**config.mk**
```make
export PLATFORM = sky130hd
export DESIGN_NAME = tof_height_rate_estimator_top_flat
export DESIGN_NICKNAME = d
export VERILOG_FILES = /design/src/rtl/thre_pkg.sv /design/src/rtl/thre_ifs.sv /design/src/rtl/tof_height_rate_estimator_top.sv /design/src/rtl/thre_mul.sv /design/src/flat_wrapper.sv
export VERILOG_INCLUDE_DIRS = /design/src /design/src/rtl
export SDC_FILE = /design/constraint.sdc
export NUM_CORES = 1
export LEC_CHECK = 0
export BUFFER_PORTS_ARGS = -buffer_cell sky130_fd_sc_hd__buf_2
export CAP_MARGIN = 30
export CORE_MARGIN = 8
export CORE_UTILIZATION = 50
export DETAILED_ROUTE_END_ITERATION = 10
export PLACE_DENSITY = 0.74
export SYNTH_ARGS = -nofsm -noshare
export SYNTH_HDL_FRONTEND = slang
export SYNTH_SLANG_ARGS = --single-unit
```
**constraint.sdc**
```tcl
create_clock -name clk -period 10.7 [get_ports clk]
set_input_delay 1.07 -clock clk [delete_from_list [all_inputs] [get_ports clk]]
set_output_delay 1.07 -clock clk [all_outputs]
set_load 0.03 [all_outputs]
```
**src/rtl/tof_height_rate_estimator_top_defines.svh**
```systemverilog
// Assertion macros for the height and rate estimator top level.
// Expects clk and arst_n in the scope of the including module.
`ifndef TOF_HEIGHT_RATE_ESTIMATOR_TOP_DEFINES_SVH
`define TOF_HEIGHT_RATE_ESTIMATOR_TOP_DEFINES_SVH

// Check a condition in the same cycle.
`define THRE_ASSERT_NOW(name, ante, cons, msg) \
	name: assert property (@(posedge clk) disable iff (!arst_n) (ante) |-> (cons)) \
		else $error(msg);

// Check a condition in the next cycle.
`define THRE_ASSERT_NEXT(name, ante, cons, msg) \
	name: assert property (@(posedge clk) disable iff (!arst_n) (ante) |=> (cons)) \
		else $error(msg);

`endif

```
**src/rtl/thre_pkg.sv**
```systemverilog
// Package for the height and rate estimator: widths, constants, codes, state type.
// No dependencies.
`timescale 1ns / 1ps

package thre_pkg;

	localparam int CFG_IDX_W  = 3;
	localparam int CFG_DATA_W = 15;

	localparam int HEIGHT_W = 13;
	localparam int RATE_W   = 24;
	localparam int COUNT_W  = 8;
	localparam int SCALE_W  = 10;
	localparam int CLAMP_W  = 15;
	localparam int ALPHA_W  = 9;
	localparam int DIFF_W   = 14;
	localparam int RAW_W    = 16;
	localparam int MARK_MIN_W = 14;

	localparam int MUL_A_W = 25;
	localparam int MUL_B_W = 11;
	localparam int MUL_P_W = MUL_A_W + MUL_B_W;

	localparam int ALPHA_SHIFT = 8;

	localparam logic [MARK_MIN_W-1:0] INVALID_MARK = 14'd8192;
	localparam logic [HEIGHT_W-1:0]   HEIGHT_MAX   = 13'd8191;
	localparam logic [COUNT_W-1:0]    ERR_SAT      = 8'd255;
	localparam logic [ALPHA_W-1:0]    ALPHA_ONE    = 9'd256;
	localparam int                    RATE_LIMIT   = 8388352;

	localparam logic [COUNT_W-1:0] DECIMATION_RST   = 8'd20;
	localparam logic [COUNT_W-1:0] ERROR_LIMIT_RST  = 8'd30;
	localparam logic [SCALE_W-1:0] RATE_SCALE_RST   = 10'd50;
	localparam logic [CLAMP_W-1:0] RATE_CLAMP_RST   = 15'd3000;
	localparam logic [ALPHA_W-1:0] FILTER_ALPHA_RST = 9'd77;

	typedef enum logic [CFG_IDX_W-1:0] {
		REG_DECIMATION   = 3'd0,
		REG_ERROR_LIMIT  = 3'd1,
		REG_RATE_SCALE   = 3'd2,
		REG_RATE_CLAMP   = 3'd3,
		REG_FILTER_ALPHA = 3'd4
	} thre_reg_t;

	typedef enum logic [2:0] {
		ST_IDLE,
		ST_DECODE,
		ST_RAW,
		ST_FB,
		ST_NEW,
		ST_SUM,
		ST_DONE
	} thre_state_t;

endpackage

```
**src/rtl/thre_ifs.sv**
```systemverilog
// Channel interfaces: sensor tick input, result output, register write port.
// Depends on thre_pkg.
`timescale 1ns / 1ps

interface thre_in_if #(parameter int DIST_BITS = 14);
	logic                 valid;
	logic                 ready;
	logic [DIST_BITS-1:0] distance_mm;
	logic                 restart;

	modport source (output valid, output distance_mm, output restart, input ready);
	modport sink (input valid, input distance_mm, input restart, output ready);
endinterface

interface thre_out_if;
	logic                                 valid;
	logic                                 ready;
	logic                                 sampled;
	logic                                 new_sample;
	logic [thre_pkg::HEIGHT_W-1:0]        height_mm;
	logic signed [thre_pkg::RATE_W-1:0]   height_rate;
	logic                                 reset_request;
	logic [thre_pkg::COUNT_W-1:0]         error_count;

	modport source (output valid, output sampled, output new_sample, output height_mm,
		output height_rate, output reset_request, output error_count, input ready);
	modport sink (input valid, input sampled, input new_sample, input height_mm,
		input height_rate, input reset_request, input error_count, output ready);
endinterface

interface thre_cfg_if;
	logic                            valid;
	logic                            ready;
	logic [thre_pkg::CFG_IDX_W-1:0]  index;
	logic [thre_pkg::CFG_DATA_W-1:0] data;

	modport source (output valid, output index, output data, input ready);
	modport sink (input valid, input index, input data, output ready);
endinterface

```
**src/rtl/tof_height_rate_estimator_top.sv**
```systemverilog
// Height and vertical rate estimator: decimation, error tracking, rate low-pass.
// Depends on thre_pkg, thre_ifs, thre_mul and the assertion macro header.
//
//   channel      role    width of payload
//   sample_in    sink    DIST_BITS + 1
//   result_out   source  48
//   cfg          sink    3 + 15
//
// A tick that is no sensor read, an invalid read or a first read goes from decode
// straight to done. A valid read with tracking in place makes three passes through the
// one shared multiplier, then the sum and saturation.
// arst_n clears all tracking state and loads the register defaults.
// A pending result stalls the sequencer only when the next one is finished.
`timescale 1ns / 1ps
`include "tof_height_rate_estimator_top_defines.svh"

module tof_height_rate_estimator_top #(
	parameter int DIST_BITS = 14,
	parameter int FRAC_BITS = 8
) (
	input  logic       clk,
	input  logic       arst_n,
	thre_in_if.sink    sample_in,
	thre_out_if.source result_out,
	thre_cfg_if.sink   cfg
);
	import thre_pkg::*;

	localparam int MARK_W = (DIST_BITS > MARK_MIN_W) ? DIST_BITS : MARK_MIN_W;
	localparam int SUM_W  = MUL_P_W + FRAC_BITS + 1;

	thre_state_t state_q, state_d;

	logic [COUNT_W-1:0] decimation_q, error_limit_q;
	logic [SCALE_W-1:0] rate_scale_q;
	logic [CLAMP_W-1:0] rate_clamp_q;
	logic [ALPHA_W-1:0] filter_alpha_q;

	logic [COUNT_W-1:0]        tick_q, bad_q;
	logic                      synced_q, reinit_q;
	logic [HEIGHT_W-1:0]       cur_height_q, prev_height_q;
	logic signed [RATE_W-1:0]  rate_filter_q, rate_out_q;
	logic                      sampled_q, fresh_q;

	logic [DIST_BITS-1:0]       dist_q;
	logic                       restart_q;
	logic signed [DIFF_W-1:0]   diff_q;
	logic signed [RAW_W-1:0]    raw_q;
	logic signed [MUL_P_W-1:0]  acc_q;

	logic                      out_valid_q;
	logic                      res_sampled_q, res_fresh_q, res_reinit_q;
	logic [HEIGHT_W-1:0]       res_height_q;
	logic signed [RATE_W-1:0]  res_rate_q;
	logic [COUNT_W-1:0]        res_count_q;

	logic                      in_acc, load_out;
	logic signed [MUL_A_W-1:0] mul_a;
	logic signed [MUL_B_W-1:0] mul_b;
	logic signed [MUL_P_W-1:0] mul_p;

	logic                      eff_synced, eff_pend;
	logic [COUNT_W-1:0]        eff_bad, tick_next, bad_inc;
	logic [HEIGHT_W-1:0]       eff_prev, height_sat;
	logic [MARK_W-1:0]         dist_ext;
	logic                      read_tick, invalid;
	logic [ALPHA_W-1:0]        a_eff, one_minus;

	logic signed [MUL_P_W-1:0] lim_pos, lim_neg, raw_clamped;
	logic signed [SUM_W-1:0]   sum, shifted, rl_pos, rl_neg, sat;

	thre_mul u_mul (
		.clk (clk),
		.a   (mul_a),
		.b   (mul_b),
		.p   (mul_p)
	);

	// decode of one tick
	always_comb begin
		eff_synced = restart_q ? 1'b0 : synced_q;
		eff_pend   = restart_q ? 1'b0 : reinit_q;
		eff_bad    = restart_q ? '0 : bad_q;
		eff_prev   = restart_q ? '0 : prev_height_q;
		tick_next  = tick_q + COUNT_W'(1);
		read_tick  = (tick_next >= decimation_q);
		dist_ext   = MARK_W'(dist_q);
		invalid    = (dist_ext == MARK_W'(INVALID_MARK));
		height_sat = (dist_ext > MARK_W'(HEIGHT_MAX)) ? HEIGHT_MAX : dist_ext[HEIGHT_W-1:0];
		bad_inc    = (eff_bad < ERR_SAT) ? eff_bad + COUNT_W'(1) : eff_bad;
		a_eff      = (filter_alpha_q > ALPHA_ONE) ? ALPHA_ONE : filter_alpha_q;
		one_minus  = ALPHA_ONE - a_eff;
	end

	// clamp and filter arithmetic
	always_comb begin
		lim_pos     = signed'({{(MUL_P_W-CLAMP_W){1'b0}}, rate_clamp_q});
		lim_neg     = -lim_pos;
		raw_clamped = (mul_p > lim_pos) ? lim_pos : ((mul_p < lim_neg) ? lim_neg : mul_p);
		sum         = SUM_W'(acc_q) + (SUM_W'(mul_p) <<< FRAC_BITS);
		shifted     = sum >>> ALPHA_SHIFT;
		rl_pos      = SUM_W'(RATE_LIMIT);
		rl_neg      = -rl_pos;
		sat         = (shifted > rl_pos) ? rl_pos : ((shifted < rl_neg) ? rl_neg : shifted);
	end

	always_ff @(posedge clk or negedge arst_n) begin
		if (!arst_n) begin
			state_q <= ST_IDLE;
		end else begin
			state_q <= state_d;
		end
	end

	always_comb begin
		state_d         = state_q;
		sample_in.ready = 1'b0;
		load_out        = 1'b0;
		mul_a           = '0;
		mul_b           = '0;
		in_acc          = 1'b0;
		case (state_q)
			ST_IDLE: begin
				sample_in.ready = 1'b1;
				in_acc          = sample_in.valid;
				if (sample_in.valid) begin
					state_d = ST_DECODE;
				end
			end
			ST_DECODE: begin
				if (read_tick && !invalid && eff_synced) begin
					state_d = ST_RAW;
				end else begin
					state_d = ST_DONE;
				end
			end
			ST_RAW: begin
				mul_a   = MUL_A_W'(diff_q);
				mul_b   = signed'({1'b0, rate_scale_q});
				state_d = ST_FB;
			end
			ST_FB: begin
				mul_a   = MUL_A_W'(rate_filter_q);
				mul_b   = signed'({2'b0, one_minus});
				state_d = ST_NEW;
			end
			ST_NEW: begin
				mul_a   = MUL_A_W'(raw_q);
				mul_b   = signed'({2'b0, a_eff});
				state_d = ST_SUM;
			end
			ST_SUM: begin
				state_d = ST_DONE;
			end
			ST_DONE: begin
				load_out = !out_valid_q || result_out.ready;
				if (load_out) begin
					state_d = ST_IDLE;
				end
			end
			default: begin
				state_d = ST_IDLE;
			end
		endcase
	end

	// register writes
	assign cfg.ready = 1'b1;

	always_ff @(posedge clk or negedge arst_n) begin
		if (!arst_n) begin
			decimation_q   <= DECIMATION_RST;
			error_limit_q  <= ERROR_LIMIT_RST;
			rate_scale_q   <= RATE_SCALE_RST;
			rate_clamp_q   <= RATE_CLAMP_RST;
			filter_alpha_q <= FILTER_ALPHA_RST;
		end else if (cfg.valid) begin
			case (thre_reg_t'(cfg.index))
				REG_DECIMATION:   decimation_q   <= cfg.data[COUNT_W-1:0];
				REG_ERROR_LIMIT:  error_limit_q  <= cfg.data[COUNT_W-1:0];
				REG_RATE_SCALE:   rate_scale_q   <= cfg.data[SCALE_W-1:0];
				REG_RATE_CLAMP:   rate_clamp_q   <= cfg.data[CLAMP_W-1:0];
				REG_FILTER_ALPHA: filter_alpha_q <= cfg.data[ALPHA_W-1:0];
				default: begin
				end
			endcase
		end
	end

	// tracking state
	always_ff @(posedge clk or negedge arst_n) begin
		if (!arst_n) begin
			tick_q        <= '0;
			bad_q         <= '0;
			synced_q      <= 1'b0;
			reinit_q      <= 1'b0;
			cur_height_q  <= '0;
			prev_height_q <= '0;
			rate_filter_q <= '0;
			rate_out_q    <= '0;
			sampled_q     <= 1'b0;
			fresh_q       <= 1'b0;
		end else begin
			case (state_q)
				ST_DECODE: begin
					synced_q      <= eff_synced;
					bad_q         <= eff_bad;
					reinit_q      <= eff_pend;
					prev_height_q <= eff_prev;
					tick_q        <= tick_next;
					sampled_q     <= 1'b0;
					fresh_q       <= 1'b0;
					if (restart_q) begin
						rate_out_q <= '0;
					end
					if (read_tick) begin
						tick_q    <= '0;
						sampled_q <= 1'b1;
						if (invalid) begin
							bad_q    <= bad_inc;
							reinit_q <= eff_pend | (bad_inc > error_limit_q);
						end else begin
							fresh_q       <= 1'b1;
							bad_q         <= '0;
							cur_height_q  <= height_sat;
							prev_height_q <= height_sat;
							if (!eff_synced) begin
								rate_out_q <= '0;
								synced_q   <= 1'b1;
							end
						end
					end
				end
				ST_SUM: begin
					rate_filter_q <= sat[RATE_W-1:0];
					rate_out_q    <= sat[RATE_W-1:0];
				end
				default: begin
				end
			endcase
		end
	end

	// operand and partial result holding
	always_ff @(posedge clk) begin
		if (in_acc) begin
			dist_q    <= sample_in.distance_mm;
			restart_q <= sample_in.restart;
		end
		if (state_q == ST_DECODE) begin
			diff_q <= signed'({1'b0, height_sat}) - signed'({1'b0, eff_prev});
		end
		if (state_q == ST_FB) begin
			raw_q <= raw_clamped[RAW_W-1:0];
		end
		if (state_q == ST_NEW) begin
			acc_q <= mul_p;
		end
	end

	// result register
	always_ff @(posedge clk or negedge arst_n) begin
		if (!arst_n) begin
			out_valid_q <= 1'b0;
		end else if (load_out) begin
			out_valid_q <= 1'b1;
		end else if (result_out.ready) begin
			out_valid_q <= 1'b0;
		end
	end

	always_ff @(posedge clk) begin
		if (load_out) begin
			res_sampled_q <= sampled_q;
			res_fresh_q   <= fresh_q;
			res_height_q  <= cur_height_q;
			res_rate_q    <= rate_out_q;
			res_reinit_q  <= reinit_q;
			res_count_q   <= bad_q;
		end
	end

	assign result_out.valid         = out_valid_q;
	assign result_out.sampled       = res_sampled_q;
	assign result_out.new_sample    = res_fresh_q;
	assign result_out.height_mm     = res_height_q;
	assign result_out.height_rate   = res_rate_q;
	assign result_out.reset_request = res_reinit_q;
	assign result_out.error_count   = res_count_q;

	`THRE_ASSERT_NEXT(a_filter_hold, state_q != ST_SUM, $stable(rate_filter_q), "filter moved outside sum step")
	`THRE_ASSERT_NEXT(a_request_sticky, reinit_q && !(state_q == ST_DECODE && restart_q), reinit_q, "reset request dropped without restart")
	`THRE_ASSERT_NOW(a_rate_range, result_out.valid, (res_rate_q <= RATE_W'(RATE_LIMIT)) && (res_rate_q >= -RATE_W'(RATE_LIMIT)), "rate outside saturation range")
	`THRE_ASSERT_NOW(a_fresh_sampled, result_out.valid && result_out.new_sample, result_out.sampled && (result_out.error_count == '0), "valid reading without read tick or with errors")

endmodule

```
**src/rtl/thre_mul.sv**
```systemverilog
// Shared signed multiplier with registered product.
// Depends on thre_pkg.
`timescale 1ns / 1ps

module thre_mul (
	input  logic                                 clk,
	input  logic signed [thre_pkg::MUL_A_W-1:0]  a,
	input  logic signed [thre_pkg::MUL_B_W-1:0]  b,
	output logic signed [thre_pkg::MUL_P_W-1:0]  p
);
	import thre_pkg::*;

	always_ff @(posedge clk) begin
		p <= MUL_P_W'(a) * MUL_P_W'(b);
	end

endmodule
```
**src/flat_wrapper.sv**
```systemverilog
// flat-port wrapper written by rule: the top's interface ports become plain ports
module tof_height_rate_estimator_top_flat import thre_pkg::*;
#(
	parameter int DIST_BITS = 14,
	parameter int FRAC_BITS = 8
)
  (clk, arst_n, sample_in_valid, sample_in_distance_mm, sample_in_restart, sample_in_ready, result_out_valid, result_out_sampled, result_out_new_sample, result_out_height_mm, result_out_height_rate, result_out_reset_request, result_out_error_count, result_out_ready, cfg_valid, cfg_index, cfg_data, cfg_ready);
  thre_in_if #(.DIST_BITS(DIST_BITS)) sample_in_i ();
  thre_out_if result_out_i ();
  thre_cfg_if cfg_i ();
  input  logic clk;
  input  logic arst_n;
  input wire logic [$bits(sample_in_i.valid)-1:0] sample_in_valid;
  input wire logic [$bits(sample_in_i.distance_mm)-1:0] sample_in_distance_mm;
  input wire logic [$bits(sample_in_i.restart)-1:0] sample_in_restart;
  output wire logic [$bits(sample_in_i.ready)-1:0] sample_in_ready;
  output wire logic [$bits(result_out_i.valid)-1:0] result_out_valid;
  output wire logic [$bits(result_out_i.sampled)-1:0] result_out_sampled;
  output wire logic [$bits(result_out_i.new_sample)-1:0] result_out_new_sample;
  output wire logic [$bits(result_out_i.height_mm)-1:0] result_out_height_mm;
  output wire logic [$bits(result_out_i.height_rate)-1:0] result_out_height_rate;
  output wire logic [$bits(result_out_i.reset_request)-1:0] result_out_reset_request;
  output wire logic [$bits(result_out_i.error_count)-1:0] result_out_error_count;
  input wire logic [$bits(result_out_i.ready)-1:0] result_out_ready;
  input wire logic [$bits(cfg_i.valid)-1:0] cfg_valid;
  input wire logic [$bits(cfg_i.index)-1:0] cfg_index;
  input wire logic [$bits(cfg_i.data)-1:0] cfg_data;
  output wire logic [$bits(cfg_i.ready)-1:0] cfg_ready;
  assign sample_in_i.valid = sample_in_valid;
  assign sample_in_i.distance_mm = sample_in_distance_mm;
  assign sample_in_i.restart = sample_in_restart;
  assign sample_in_ready = sample_in_i.ready;
  assign result_out_valid = result_out_i.valid;
  assign result_out_sampled = result_out_i.sampled;
  assign result_out_new_sample = result_out_i.new_sample;
  assign result_out_height_mm = result_out_i.height_mm;
  assign result_out_height_rate = result_out_i.height_rate;
  assign result_out_reset_request = result_out_i.reset_request;
  assign result_out_error_count = result_out_i.error_count;
  assign result_out_i.ready = result_out_ready;
  assign cfg_i.valid = cfg_valid;
  assign cfg_i.index = cfg_index;
  assign cfg_i.data = cfg_data;
  assign cfg_ready = cfg_i.ready;
  tof_height_rate_estimator_top #(.DIST_BITS(DIST_BITS), .FRAC_BITS(FRAC_BITS)) u_core (.clk(clk), .arst_n(arst_n), .sample_in(sample_in_i), .result_out(result_out_i), .cfg(cfg_i));
endmodule
```
==> results of run 1 <==
==> cell families (layout without fill, tap and decap cells) <==
kind of cell / count (synthesis) / after routing
and+or+nand+nor: 814 / 814
AOI/OAI and AO/OA: 508 / 508
buffers and inverters: 413 / 503
adders and majority gates: 412 / 412
DFF: 305 / 305
xor gates and xnor gates: 88 / 88
muxes: 65 / 65
other: 1 / 1
==> cell usage in the layout, fill, tap and decap left out, types with 8 or more instances in the layout <==
cell | synthesis | layout
sky130_fd_sc_hd__inv_1 | 325 | 325
sky130_fd_sc_hd__nand2_1 | 316 | 316
sky130_fd_sc_hd__nor2_1 | 267 | 267
sky130_fd_sc_hd__fa_1 | 214 | 214
sky130_fd_sc_hd__ha_1 | 198 | 198
sky130_fd_sc_hd__o21ai_0 | 145 | 144
sky130_fd_sc_hd__dfrtp_1 | 128 | 128
sky130_fd_sc_hd__edfxtp_1 | 121 | 121
sky130_fd_sc_hd__a21oi_1 | 112 | 110
sky130_fd_sc_hd__buf_2 | 1 | 86
sky130_fd_sc_hd__a21o_1 | 74 | 74
sky130_fd_sc_hd__xnor2_1 | 62 | 62
sky130_fd_sc_hd__clkbuf_16 | 0 | 37
sky130_fd_sc_hd__dfxtp_1 | 36 | 36
sky130_fd_sc_hd__mux2_2 | 35 | 35
sky130_fd_sc_hd__nor3_1 | 30 | 29
sky130_fd_sc_hd__o21a_1 | 29 | 29
sky130_fd_sc_hd__mux2i_1 | 29 | 28
sky130_fd_sc_hd__nand3_1 | 27 | 27
sky130_fd_sc_hd__nor2b_1 | 26 | 26
sky130_fd_sc_hd__xor2_1 | 26 | 26
sky130_fd_sc_hd__and3_1 | 26 | 26
sky130_fd_sc_hd__buf_4 | 4 | 26
sky130_fd_sc_hd__nand4_1 | 24 | 24
sky130_fd_sc_hd__or2_2 | 23 | 23
sky130_fd_sc_hd__dfstp_2 | 20 | 20
sky130_fd_sc_hd__nand2b_1 | 19 | 19
sky130_fd_sc_hd__o21ai_1 | 14 | 15
sky130_fd_sc_hd__a22oi_1 | 14 | 14
sky130_fd_sc_hd__nor4_1 | 13 | 13
sky130_fd_sc_hd__a211oi_1 | 12 | 12
sky130_fd_sc_hd__o21bai_1 | 11 | 11
sky130_fd_sc_hd__or3_1 | 10 | 10
sky130_fd_sc_hd__or4_1 | 9 | 9
sky130_fd_sc_hd__a31oi_1 | 9 | 9
sky130_fd_sc_hd__a22o_1 | 8 | 8
==> critical path: cells and delay by family (launching register included) <==
family | cells | cell delay [ns]
AO/OA/AOI/OAI | 10 | 2.88
XOR/XNOR | 1 | 0.13
adder cells (fa/ha/maj) | 6 | 2.26
buffers and inverters | 9 | 1.20
flip-flops | 1 | 0.56
AND/OR/NAND/NOR | 4 | 1.57
==> path summary, 6_finish.rpt <==
kind / startpoint / slack [ns] / to
min in group asynchronous: arst_n / 0.60 / u_core.cur_height_q[7]
worst max-delay path: u_core.state_q[1] / 2.01 / u_core.u_mul.p[34]
worst min register to register: u_core.rate_out_q[16] / 0.45 / u_core.result_out.height_rate[16]
worst max register to register: u_core.state_q[1] / 2.01 / u_core.u_mul.p[34]
max in group asynchronous: arst_n / 8.73 / u_core.rate_filter_q[15]
worst min-delay path: u_core.rate_out_q[16] / 0.45 / u_core.result_out.height_rate[16]
==> per-layer routing <==
metal | part of all wire, % | track usage, % | vias to the layer above
li1 | - | - | 8878
met1 | 43 | 31.2 | 9538
met2 | 46 | 37.6 | 682
met3 | 7.7 | 4.37 | 111
met4 | 3.0 | 7.09 | 0
met5 | 0 | 0 | -
==> stage by stage <==
stage	hold WS, ns	std cells	utilization, %	worst slack (ns)	total power, uW
after CTS	0.445	3360	55.4	2.04	6610
after floorplan	0.425	2606	-	2.94	4340
after global placement	0.430	3295	53.0	2.24	5260
after detailed placement	0.433	3296	53.0	2.05	5370
final	0.450	3360	55.4	2.01	6620
after global routing	0.455	3360	55.4	1.40	7130
==> final cells by class <==
cell class | count | area (sq um) | area share, %
Clock inverter | 17 | 178 | 0.655
Timing Repair Buffer | 114 | 652 | 2.40
Inverter | 325 | 1220 | 4.50
Clock buffer | 47 | 993 | 3.66
Sequential cell | 305 | 8080 | 29.8
Tap cell | 664 | 831 | 3.06
Multi-Input combinational cell | 1888 | 15200 | 55.9
==> registers in the layout, indices dropped and copies added (netlist names), 3 cells and up <==
register and count:
u_core.rate_filter_q 24, u_core.u_mul.p 36, u_core.error_limit_q 8, u_core.prev_height_q 13, u_core.filter_alpha_q 9, u_core.result_out.error_count 8
u_core.result_out.height_mm 13, u_core.cur_height_q 13, u_core.bad_q 8, u_core.decimation_q 8, u_core.acc_q 28, u_core.tick_q 8
u_core.raw_q 16, u_core.diff_q 14, u_core.dist_ext 14, u_core.rate_scale_q 10, u_core.rate_out_q 24, u_core.result_out.height_rate 24
u_core.state_q 3, u_core.rate_clamp_q 15
==> power groups by stage <==
stage | logic, uW | clock network (uW) | registers, uW
2_1_floorplan | 2530 | 0 | 1810
3_3_place_gp | 3390 | 0 | 1870
3_5_place_dp | 3500 | 0 | 1880
4_1_cts | 3530 | 1220 | 1860
5_1_grt | 3970 | 1260 | 1900
6_report | 3560 | 1200 | 1870
==> metrics.yaml, run 1 <==
pwr:
  power.ir.vdd_worst_uv: 158
  cell_internal_pwr_uw: 3550
  powerDensity_mw_per_mm2: 244
  total_leakage_power_uw: 0.0129
  sw_frac_of_total_pct: 46.4
  power.combinational.fraction_pct: 53.7
  p_sw_uw: 3070
  share_seq_of_total_power_pct: 28.2
  power.share.clock_pct: 18.1
final_layout:
  nets: 3119
  areaGrowthSynthToFinish_pct: 9.46
  diodes: 0
  design_area_sq_mm: 0.0271
  layout_fillers: 4269
  drive_above_1_share_pct: 9.94
clocking:
  clk_root_buffer_cell: "sky130_fd_sc_hd__clkbuf_16"
  cts_post_setup_buffers_inserted: 0
  cts_num_sinks: 305
  clock_network_latency_to_the_later_pin_of_the_worst_skew_pair_ns: 0.56
  clock_path_buffers: 3
  cts.reportedPaths.clkPinSlew_ns: 0.07
  cts_buffers: 35
  cts.repair.resized: 0
  cts.hold.buffers_added: 0
  tritoncts: "built"
  h-tree-depth: 2
routing:
  antenna_violating_nets_post_route: 0
  via_count: 19209
  wire_per_inst_microns: 19.4
  route.detailed.vias_per_inst: 5.72
  drc: 0
  drt_pass1_iterations: 5
  drt_wl_total_microns: 65200
  drt-initial-drc-count: 1550
setup_path:
  slowest_delay_ns: 0.66
  timing.critical_path.fanout_max: 35
  setup.worst_path.class: "reg -> reg"
  cp.arrival_ns: 9.16
  required_ns: 11.17
  worstSetupStartpointType: "flip-flop"
  reg2regPathDepth: 30
  timing.critical_path.slowest_stage_cell: "sky130_fd_sc_hd__o311ai_0"
  worst_path_most_repeated_cell: "sky130_fd_sc_hd__inv_1"
  crit_path_end_kind: "flip-flop"
synthesis:
  synth_seq_area_share_pct: 32.6
  synth_simple_gate_area_share_pct: 14.6
  yosys_most_used_dff: "sky130_fd_sc_hd__dfrtp_1"
  compound_gate_fraction_of_synth_area_pct: 13.2
  syn_inst: 2606
  synth-xor-area-share_pct: 3.11
  synth-seq-cells: 305
  synth_fa_ha_area_share_pct: 27.3
  most_used_standard_cell_by_instance_count_after_synthesis: "sky130_fd_sc_hd__inv_1"
  synth_top_cell_area_share_pct: 17.3
  synth_area_leader_cell: "sky130_fd_sc_hd__fa_1"
  synth_enable_flop_cells: 121
  synth_top_family_by_area: "adder cells"
  yosys_warnings: 0
  postSynth.asyncResetShare_pct: 48.5
  post_synthesis_cell_area_sq_mm: 0.0248
  synth_nets: 3056
  synth.area.mux_share_pct: 2.85
  avgSynthCellArea_sq_um: 9.50
  synth_area_leaders: "sky130_fd_sc_hd__fa_1, sky130_fd_sc_hd__edfxtp_1, sky130_fd_sc_hd__dfrtp_1"
  synth.cells.most_frequent: "sky130_fd_sc_hd__inv_1, sky130_fd_sc_hd__nand2_1, sky130_fd_sc_hd__nor2_1"
  number_of_library_cell_types_mapped_by_synthesis: 83
min_path:
  min_delay_path_depth: 0
  hold_path.class: "reg -> reg"
sta:
  timing.setup.tns_ns: 0
  tightest_slew_ns: 1.09
  period_needed_ns: 8.69
  setup-violations-final: 0
  drv_slew: 0
  relSlewSlack_pct: 27.2
  hold_violations: 0
  post-route-period-util_pct: 81.2
  clock-skew-final_ns: 0.0353
  fmaxAchievable_mhz: 115
  rsz0062_at_grt: "no"
global_routing:
  grt_usage_pct: 23.1
  grt_pass1_vias: 19633
  maximum_number_of_pins_on_one_net_before_global_route_repair: 88
  initial_antenna_violation_count: 0
  grt_pass1_wl_microns: 105000
  grt-ovfl-total: 0
floorplanning:
  floorplan.rows: 81
  floorplan.die_area_sq_mm: 0.0569
  area_of_the_core_sq_mm: 0.0490
  pin_count: 89
  die_w_microns: 239
  dieHeight_microns: 239
  start_util_pct: 50.6
run:
  max_cap_viol_count: 0
placement:
  io_buffers: 87
  place_congestion: 0.956
  dpl_cell_area_sq_mm: 0.0259
  dp_hpwl_microns: 51800
outcome:
  run_status: "finished, final reports clean"
Power figures use the tool's default switching activity.
==> inputs of run 2 (changes only) <==
--- a/config.mk
+++ b/config.mk
@@ -11,7 +11,7 @@
 export CORE_MARGIN = 8
 export CORE_UTILIZATION = 50
 export DETAILED_ROUTE_END_ITERATION = 10
-export PLACE_DENSITY = 0.74
+export PLACE_DENSITY = 0.76
 export SYNTH_ARGS = -nofsm -noshare
 export SYNTH_HDL_FRONTEND = slang
 export SYNTH_SLANG_ARGS = --single-unit
==> constraint.sdc (replaced) <==
create_clock -name clk -period 7.5 [get_ports clk]
set_input_delay 0.75 -clock clk [delete_from_list [all_inputs] [get_ports clk]]
set_output_delay 0.75 -clock clk [all_outputs]
set_load 0.03 [all_outputs]
==> run 2 against run 1 <==
Net effect: die area is the same; critical path type unchanged; power grew 44%; sequential cell count is the same; sequential share of layout area shrank 0.26 points; critical endpoint unchanged; largest power group unchanged; worst setup slack lost 1.6 ns; highest routed layer unchanged; clock-buffer cell count shrank 1; cell count grew 0.54%; final area grew 0.91%.
==> metrics.yaml, run 2 (synthesis results as in run 1) <==
routing:
  drt_pass1_iterations: 6  # +1
  antenna_violating_nets_post_route: 0  # unchanged
  route.detailed.vias_per_inst: 5.73  # +0.19%
  drt_wl_total_microns: 66600  # +2.2%
  via_count: 19348  # +0.72%
  wire_per_inst_microns: 19.7  # +1.6%
  route.met3.wl_microns: 4790  # -4.4%
  wl_met1_microns: 29400  # +4.1%
  top_signal_layer_used: "met4"
  drt-initial-drc-count: 1709  # +10%
  met2_wirelength_microns: 31100  # +3.6%
  drc: 0  # unchanged
pwr:
  power.ir.vdd_worst_uv: 179  # +13%
  power.combinational.fraction_pct: 54.0  # +0.3 points
  powerDensity_mw_per_mm2: 349  # +43%
  cell_internal_pwr_uw: 5180  # +46%
  total_leakage_power_uw: 0.0131  # +0.90%
  sw_frac_of_total_pct: 45.9  # -0.56 points
  power.share.clock_pct: 18.2  # about the same
  p_sw_uw: 4380  # +43%
  share_seq_of_total_power_pct: 27.8  # -0.4 points
final_layout:
  largest_reg_flops: 36  # unchanged
  instances_no_fill: 3378  # +0.54%
  largest-register: "u_core.u_mul.p"
  final_common_cell: "sky130_fd_sc_hd__inv_1"
  areaGrowthSynthToFinish_pct: 10.5
  design_area_sq_mm: 0.0274  # +0.91%
  reg.largest.list: "u_core.u_mul.p x36, u_core.acc_q x28"
  drive_above_1_share_pct: 11.0  # +1.1 points
  nets: 3138  # +0.61%
  layout.cells.most_common_list: "sky130_fd_sc_hd__inv_1, sky130_fd_sc_hd__nand2_1, sky130_fd_sc_hd__nor2_1"
sta:
  relSlewSlack_pct: 34.3  # +7.1 points
  post-route-period-util_pct: 94.7  # +14 points
  tightest_slew_ns: 0.979  # -0.110 ns
  drv_slew: 0  # unchanged
  fmaxAchievable_mhz: 141  # +22%
  setup-violations-final: 0  # unchanged
  period_needed_ns: 7.10  # -1.58 ns
  rsz0062_at_grt: "no"
  hold_violations: 0  # unchanged
  hold_slack_ns: 0.237  # -0.214 ns
  clock-skew-final_ns: 0.0297  # -0.00559 ns
outcome:
  run_status: "finished, final reports clean"
placement:
  dpl_cell_area_sq_mm: 0.0260  # +0.37%
  io_buffers: 87  # unchanged
  dpl.cell_count: 3311  # +0.46%
  dp_hpwl_microns: 52900  # +2.1%
  place_congestion: 0.939  # -1.8%
global_routing:
  grt_pass1_vias: 19700  # +0.34%
  grt_pass1_wl_microns: 107000  # +1.9%
  initial_antenna_violation_count: 2  # +2
  grt-ovfl-total: 0  # unchanged
  maximum_number_of_pins_on_one_net_before_global_route_repair: 78  # -11%
  grt_usage_pct: 23.6  # +0.49 points
clocking:
  tritoncts: "built"
  cts_num_sinks: 305  # unchanged
  cts_buffers: 34  # -2.9%
  cts.reportedPaths.clkPinSlew_ns: 0.06  # about the same
  clk_root_buffer_cell: "sky130_fd_sc_hd__clkbuf_16"
  clock_path_buffers: 3  # unchanged
  clock_network_latency_to_the_later_pin_of_the_worst_skew_pair_ns: 0.55  # about the same
  h-tree-depth: 2  # unchanged
setup_path:
  timing.rr.end: "u_core.u_mul.p[34]"
  cp.depth: 26  # -13%
  timing.critical_path.slowest_stage_cell: "sky130_fd_sc_hd__fa_1"
  slowest_delay_ns: 0.55  # -0.11 ns
  cp.arrival_ns: 7.57  # -1.59 ns
  r2r_slack_ns: 0.40  # -1.62 ns
  reg2regPathDepth: 26  # -13%
  timing.critical_path.fanout_max: 17  # -51%
  setup.worst_path.class: "reg -> reg"
  cp_startpoint: "u_core.state_q[2]"
  critPathBufInv: 5  # -4
  worst_path_dominant_cell_family: "adder cells"
  worst_path_most_repeated_cell: "sky130_fd_sc_hd__fa_1"
  worstSetupStartpointType: "flip-flop"
  rr_startpoint: "u_core.state_q[2]"
  crit_path_end_kind: "flip-flop"
  required_ns: 7.97  # -3.20 ns
  critical_path_destination: "u_core.u_mul.p[34]"
run:
  max_cap_viol_count: 0  # unchanged
min_path:
  hold_path.class: "in -> async"
floorplanning:
  die_w_microns: 239  # unchanged
  start_util_pct: 50.6  # unchanged
  floorplan.die_area_sq_mm: 0.0569  # unchanged
  dieHeight_microns: 239  # unchanged
  pin_count: 89  # unchanged
  area_of_the_core_sq_mm: 0.0490  # unchanged
  floorplan.rows: 81  # unchanged
-- run 2: cell types whose count changed in the layout (fill, tap and decap cells not counted), moves of 2 or more --
cell	change
sky130_fd_sc_hd__inv_6	-2
sky130_fd_sc_hd__buf_2	+2
sky130_fd_sc_hd__dfrtp_2	+2
sky130_fd_sc_hd__o22ai_2	+3
sky130_fd_sc_hd__dfrtp_1	-2
sky130_fd_sc_hd__buf_4	+15
sky130_fd_sc_hd__o21ai_0	-5
sky130_fd_sc_hd__bufinv_16	+3
sky130_fd_sc_hd__o21ai_1	+4
sky130_fd_sc_hd__o22ai_1	-3
-- run 2: area by class of cell --
cell class / count / area (sq um)
Fill cell: 4160 / 21600
Sequential cell: 305 / 8090
Clock inverter: 15 / 213
Antenna cell: 1 / 2.50
Clock buffer: 46 / 958
Multi-Input combinational cell: 1888 / 15200
Tap cell: 664 / 831
Timing Repair Buffer: 134 / 821
Inverter: 325 / 1220
-- run 2: how the worst min path moves through the flow --
stage / startpoint / endpoint / cells past startpoint
after global routing: arst_n / u_core.cur_height_q[3] / 1
after global placement: u_core.fresh_q / u_core.result_out.new_sample / 0
after floorplan: u_core.rate_out_q[0] / u_core.result_out.height_rate[0] / 0
final: arst_n / u_core.cur_height_q[9] / 1
after detailed placement: u_core.rate_out_q[19] / u_core.result_out.height_rate[19] / 0
after CTS: arst_n / u_core.cur_height_q[7] / 1
-- run 2: timing repair --
item / in CTS / in global routing
resized for setup: 2 / 23
buffers inserted: 0 / 2
pin swaps: 0 / 2
hold buffers: 0 / 0
cloned: 0 / 1
setup endpoints to repair: 2 / 8
-- run 2: power by group through the flow --
| stage | combinational, uW | sequential, uW | clock, uW |
|---|---|---|---|
| floorplan | 3610 | 2590 | 0 |
| global placement | 4900 | 2660 | 0 |
| detailed placement | 5030 | 2660 | 0 |
| CTS | 5080 | 2640 | 1760 |
| global route | 5760 | 2690 | 1830 |
| finish | 5170 | 2660 | 1740 |
-- run 2: worst register-to-register path, cell delays in order, from the launching register on --
cell	delay, ns
sky130_fd_sc_hd__dfrtp_1	0.49
sky130_fd_sc_hd__inv_1	0.18
sky130_fd_sc_hd__nor3_2	0.28
sky130_fd_sc_hd__buf_4	0.29
sky130_fd_sc_hd__nand2_1	0.17
sky130_fd_sc_hd__o21ai_1	0.26
sky130_fd_sc_hd__nand2_1	0.14
sky130_fd_sc_hd__fa_1	0.54
sky130_fd_sc_hd__fa_1	0.55
sky130_fd_sc_hd__inv_1	0.06
sky130_fd_sc_hd__fa_1	0.46
sky130_fd_sc_hd__fa_1	0.54
sky130_fd_sc_hd__inv_1	0.05
sky130_fd_sc_hd__fa_1	0.52
sky130_fd_sc_hd__inv_1	0.04
sky130_fd_sc_hd__ha_1	0.37
sky130_fd_sc_hd__a21o_1	0.18
sky130_fd_sc_hd__a21o_1	0.17
sky130_fd_sc_hd__a21oi_1	0.22
sky130_fd_sc_hd__o21ai_0	0.17
sky130_fd_sc_hd__a21oi_1	0.24
sky130_fd_sc_hd__a21oi_1	0.13
sky130_fd_sc_hd__nor2_2	0.17
sky130_fd_sc_hd__o21ai_1	0.14
sky130_fd_sc_hd__a311o_1	0.38
sky130_fd_sc_hd__a21oi_1	0.18
sky130_fd_sc_hd__xnor2_1	0.13
-- run 2: routing by layer --
metal	global-route usage, %	up-vias
met2	39.3	719
met4	5.21	0
li1	-	8914
met5	0	-
met3	3.17	102
met1	32.7	9613
-- run 2: per-stage QoR --
step | TNS (ns) | setup WS [ns] | utilization (%) | power [uW]
floorplan | 0 | 0.232 | - | 6200
global route | 0 | 0.0294 | 55.9 | 10300
finish | 0 | 0.395 | 55.9 | 9560
CTS | 0 | 0.0377 | 55.6 | 9490
detailed placement | -0.436 | -0.340 | 53.2 | 7700
global placement | -0.206 | -0.206 | 53.2 | 7550
